==> config.mk <==
export PLATFORM = sky130hd
export DESIGN_NAME = scs_ctrl
export DESIGN_NICKNAME = d
export VERILOG_FILES = /design/src/rtl/core/scs_pkg.sv /design/src/rtl/core/scs_ctrl.sv
export SDC_FILE = /design/constraint.sdc
export NUM_CORES = 1
export LEC_CHECK = 0
export ABC_AREA = 1
export BUFFER_PORTS_ARGS = -buffer_cell sky130_fd_sc_hd__buf_2
export CORE_AREA = 5 5 42 44
export CTS_CLUSTER_DIAMETER = 100
export DETAILED_ROUTE_END_ITERATION = 8
export DIE_AREA = 0 0 47 49
export GPL_TIMING_DRIVEN = 0
export HOLD_SLACK_MARGIN = 0.12
export PLACE_DENSITY = 0.54
export SYNTH_ARGS = -nofsm -noshare
export SYNTH_HDL_FRONTEND = slang
export SYNTH_SLANG_ARGS = --single-unit
==> constraint.sdc <==
create_clock -name clk -period 2.6 [get_ports clk]
set_input_delay 0.26 -clock clk [delete_from_list [all_inputs] [get_ports clk]]
set_output_delay 0.26 -clock clk [all_outputs]
set_load 0.05 [all_outputs]
==> src/rtl/core/scs_pkg.sv <==
// ----------------------------------------------------------------------------
// Stable counting sort package
// Shared state encoding, controller command and datapath status types.
// ----------------------------------------------------------------------------
package scs_pkg;

  localparam int CODE_BITS = 8;
  localparam int PAY_BITS  = 32;

  typedef enum logic [2:0] {
    ST_CLEAR,
    ST_LOAD,
    ST_FLUSH,
    ST_PREFIX,
    ST_PF_DRAIN,
    ST_SCATTER,
    ST_SC_DRAIN,
    ST_EMIT
  } scs_state_t;

  typedef struct packed {
    logic load;
    logic clear_step;
    logic prep;
    logic prefix_step;
    logic scatter_step;
    logic emit;
    logic set_done;
  } scs_cmd_t;

  typedef struct packed {
    logic bidx_last;
    logic cnt_busy;
    logic scatter_done;
    logic sc_busy;
    logic emit_done;
    logic last_taken;
  } scs_stat_t;

endpackage

==> src/rtl/core/scs_ctrl.sv <==
// ----------------------------------------------------------------------------
// Stable counting sort controller
// Sequences the clearing pass, loading, prefix pass, scatter and emission.
// ----------------------------------------------------------------------------
module scs_ctrl (
  input  logic              clk,
  input  logic              rst,
  input  scs_pkg::scs_stat_t status,
  output scs_pkg::scs_cmd_t  cmd
);

  scs_pkg::scs_state_t state;
  scs_pkg::scs_state_t state_next;

  always_ff @(posedge clk) begin
    if (rst) begin
      state <= scs_pkg::ST_CLEAR;
    end else begin
      state <= state_next;
    end
  end

  always_comb begin
    cmd        = '0;
    state_next = state;
    case (state)
      scs_pkg::ST_CLEAR: begin
        cmd.clear_step = 1'b1;
        if (status.bidx_last) begin
          state_next = scs_pkg::ST_LOAD;
        end
      end
      scs_pkg::ST_LOAD: begin
        cmd.load = 1'b1;
        if (status.last_taken) begin
          state_next = scs_pkg::ST_FLUSH;
        end
      end
      scs_pkg::ST_FLUSH: begin
        cmd.prep = 1'b1;
        if (!status.cnt_busy) begin
          state_next = scs_pkg::ST_PREFIX;
        end
      end
      scs_pkg::ST_PREFIX: begin
        cmd.prefix_step = 1'b1;
        if (status.bidx_last) begin
          state_next = scs_pkg::ST_PF_DRAIN;
        end
      end
      scs_pkg::ST_PF_DRAIN: begin
        state_next = scs_pkg::ST_SCATTER;
      end
      scs_pkg::ST_SCATTER: begin
        if (status.scatter_done) begin
          state_next = scs_pkg::ST_SC_DRAIN;
        end else begin
          cmd.scatter_step = 1'b1;
        end
      end
      scs_pkg::ST_SC_DRAIN: begin
        if (!status.sc_busy) begin
          state_next = scs_pkg::ST_EMIT;
        end
      end
      scs_pkg::ST_EMIT: begin
        cmd.emit = 1'b1;
        if (status.emit_done) begin
          cmd.set_done = 1'b1;
          state_next   = scs_pkg::ST_LOAD;
        end
      end
      default: begin
        state_next = scs_pkg::ST_CLEAR;
      end
    endcase
  end

endmodule

# Word level (Yosys, flattened, before mapping)
# Index checks and enable logic that the tools add are counted.
# word_totals
mem_count,0
input_bits,8
latch_bits,0
mem_bits_rw,0
mem_bits_ro,0
ff_bits,3
# classes
magnitude_cmp,0
mux,16
addsub,0
div,0
mul,0
eq_ne,14
reduce_logical,2
bitwise_logic,0
shifts,0
# ops
cell,n
$pmux 3 s8,1
$mux 3,7
$ne 2x2->1 const B,7
$eq 3x3->1 const B,4
$mux 1,7
$reduce_and 7->1,1
$eq 3x2->1 const B,2
$eq 3x1->1 const B,1
$logic_not 3->1,1
$mux 2,1

# Longest topological paths before layout
# depth
depth_word,3
depth_mapped,10

# Worst setup path after synthesis
# OpenSTA, ideal clock, no wires.
# synth_path
path_kind,register to output
startpoint,reg state[2]
endpoint,out cmd[0] (netlist bit)
path_slack_ps,345
arrival_ps,1995
required_time_ps,2340
stages_incl_launch_ff,5
cell_sequence,dfxtp_1 inv_2 nor2_1 inv_1 nor2_1
# synth_rtl
item,line_no,source
from (decl),scs_ctrl.sv:12,scs_pkg::scs_state_t state;
from (signal assigned),scs_ctrl.sv:17,state <= scs_pkg::ST_CLEAR;
from (signal assigned),scs_ctrl.sv:19,state <= state_next;
to (decl),scs_ctrl.sv:9,output scs_pkg::scs_cmd_t cmd

==> flow_summary_export.csv <==
group,metric,value,unit
synthesis,yosys.area_share.xor_xnor,0,%
clocking,hold_buffers,0,
die,dieArea,2300,sq um
clocking,cts_tree,"built",
finish,largest_reg_flops,3,
place,dp_cells,90,
synthesis,syn-cell-area,355,sq um
synthesis,synthMuxAreaShare,0,%
clocking,numCtsBuffers,3,
critical_path,path_max_fanout,7,
synthesis,synth-compound-area-share,2.82,%
synthesis,synthSimpleGateAreaFrac,57.4,%
drt,avgRoutedWirePerCell,8.32,um
timing,clock.fmax,0.624,GHz
hold_path,hp-class,"in2reg",
finish,regMostFlops,"state",
drt,drc,0,
place,pre_cts_ws,1.22,ns
global_routing,grt_pass1_wl,1270,um
finish,layout-drive-gt1-share,44.9,%
global_routing,overflow,0,
global_routing,first_global_vias,326,
synthesis,synth.top_cell.area_share,16.9,%
synthesis,yosys.area_share.adder,0,%
synthesis,synth-warning-count,0,
die,io_pins,15,
clocking,cts_htree_levels,1,
place,gp_congestion,0.738,
critical_path,arrival,1.34,ns
critical_path,cp.required,2.34,ns
timing,fin_crit,1.60,ns
timing,setup_viol,0,
global_routing,grt_max_degree,9,
clocking,insertion_delay,0.23,ns
timing,hold_viol,0,
power_and_ir_drop,p_leak,0.315,nW
timing,setup_ws,0.996,ns
timing,final.setup.tns,0,ns
drt,drt_pre_antenna_iters,2,
finish,antennaDiodeCount,0,
synthesis,ys_seq_area_share,16.9,%
clocking,cts.clk_slew.worst_paths,0.04,ns
die,rows,14,
finish,fill_cells,179,
clocking,cts_setup_buffers,0,
finish,area_growth,32.7,%
power_and_ir_drop,p_per_area,1290,nW/um^2
finish,finalNetCount,87,
clocking,cts_root_buf,"clkbuf_4",
synthesis,synth-edff-count,0,
finish,top_regs,"state (3)",
synthesis,synthArstFlopShare,0,%
die,core,1400,sq um
synthesis,synth_common_cells,"12 x nor2_1, 10 x inv_1, 8 x nand2_1",
synthesis,synth_top_cell_by_area,"dfxtp_1",
status,status,"complete, no violations",
timing,slew_violations,0,
synthesis,synth-seq-cells,3,
synthesis,yosysUniqueCellTypes,18,
drt,via_per_inst,4.04,
timing,fin_worst_skew,0.00308,ns
timing,relSlewSlack,83.5,%
drt,antenna_left,0,
synthesis,synth_top_family_by_area,"simple AND/OR/NAND/NOR gates",
timing,worst_pin_slew,0.247,ns
clocking,clockBufferDepth,2,
finish,finalNonFillerCells,94,
die,die_y,49,um
clocking,cts_resized,0,
timing,holdWs,0.285,ns
critical_path,worstSetupPathType,"reg2out",
synthesis,syn_nets,68,
place,place_area,445,sq um
timing,fin_crit_sh,61.7,%
power_and_ir_drop,peakVddDrop,459,uV
place,io_buffers,14,
synthesis,synthTopCellsByArea,"dfxtp_1 17%, nor2_1 13%, inv_1 11%",
run,drv_cap,0,
die,die_x,47,um
place,dp_hpwl,659,um
clocking,cts.sinks,3,
global_routing,antenna_found_initial,0,
synthesis,synth_top_flop_cell,"dfxtp_1",
synthesis,syn_avg_cell_area,5.92,sq um
drt,drtIter0Drc,2,
drt,num_vias,380,
critical_path,end_kind,"output port",
timing,rsz0062_at_grt,"false",
drt,wirelength,782,um
die,start_util,25.4,%
synthesis,synth_most_common_cell,"nor2_1",
global_routing,track_usage,7.38,%
finish,finalInstanceArea,472,sq um
critical_path,start_kind,"register",
synthesis,netlist_instances,60,
## worst max-delay path, cell delays in order, from the launching register on
cell     delay (ns)
dfxtp_1        0.45
inv_2          0.11
nor2_1         0.16
inv_1          0.07
nor2_1         0.07
buf_2          0.26
## cells in the final DEF (no fill, tap or decap), drive strengths merged
cell / Yosys / routed
inv: 15 / 15
nand2: 12 / 12
dfxtp: 3 / 3
nand4: 2 / 2
a21oi: 1 / 1
nand3: 7 / 7
nor2: 16 / 16
clkbuf: 0 / 4
nor3: 1 / 1
buf: 2 / 16
o21ai: 1 / 1
## worst paths after layout
| kind | from | endpoint | slack (ns) | depth (start not counted) |
|---|---|---|---|---|
| min | rst | state[1]$_SDFFE_PP0P_ | 0.29 | 4 |
| min reg2reg | state[2]$_SDFFE_PP0P_ | state[2]$_SDFFE_PP0P_ | 0.62 | 2 |
| max | state[2]$_SDFFE_PP0P_ | cmd[0] | 1.0 | 5 |
| max reg2reg | state[0]$_SDFFE_PP0P_ | state[0]$_SDFFE_PP0P_ | 1.46 | 9 |
## power by group
| group | switching (mW) | leakage, nW | internal, mW |
|---|---|---|---|
| Sequential | 0.0111 | 0.0248 | 0.0652 |
| Clock | 0.0213 | 0.0150 | 0.0573 |
| Combinational | 0.309 | 0.275 | 0.143 |
## kinds of logic after synthesis
kind of cell	after synthesis
compound gates	2
flops	3
buf+inv	17
simple gates	38
## layer usage
layer  global-route usage [%]  up-vias  part of all wire (%)
li1                         -      216                     -
met1                     10.1      156                    46
met2                     10.6        8                    49
met3                        0        0                   5.4
met4                     5.53        0                     0
met5                        0        -                     0
## through the flow
step | utilization [%] | power (mW)
finish | 33.7 | 0.607
global route | 33.7 | 0.664
CTS | 33.7 | 0.619
detailed placement | 31.8 | 0.536
global placement | 31.8 | 0.535
floorplan | - | 0.457
## cell type report
class | instances | area [sq um] | area share [%]
Clock buffer | 4 | 26.3 | 5.57
Tap cell | 16 | 20.0 | 4.24
Timing Repair Buffer | 14 | 70.1 | 14.9
Inverter | 15 | 58.8 | 12.5
Buffer | 2 | 22.5 | 4.77
Sequential cell | 3 | 60.1 | 12.7
Multi-Input combinational cell | 40 | 214 | 45.4
Power figures use the tool's default switching activity.
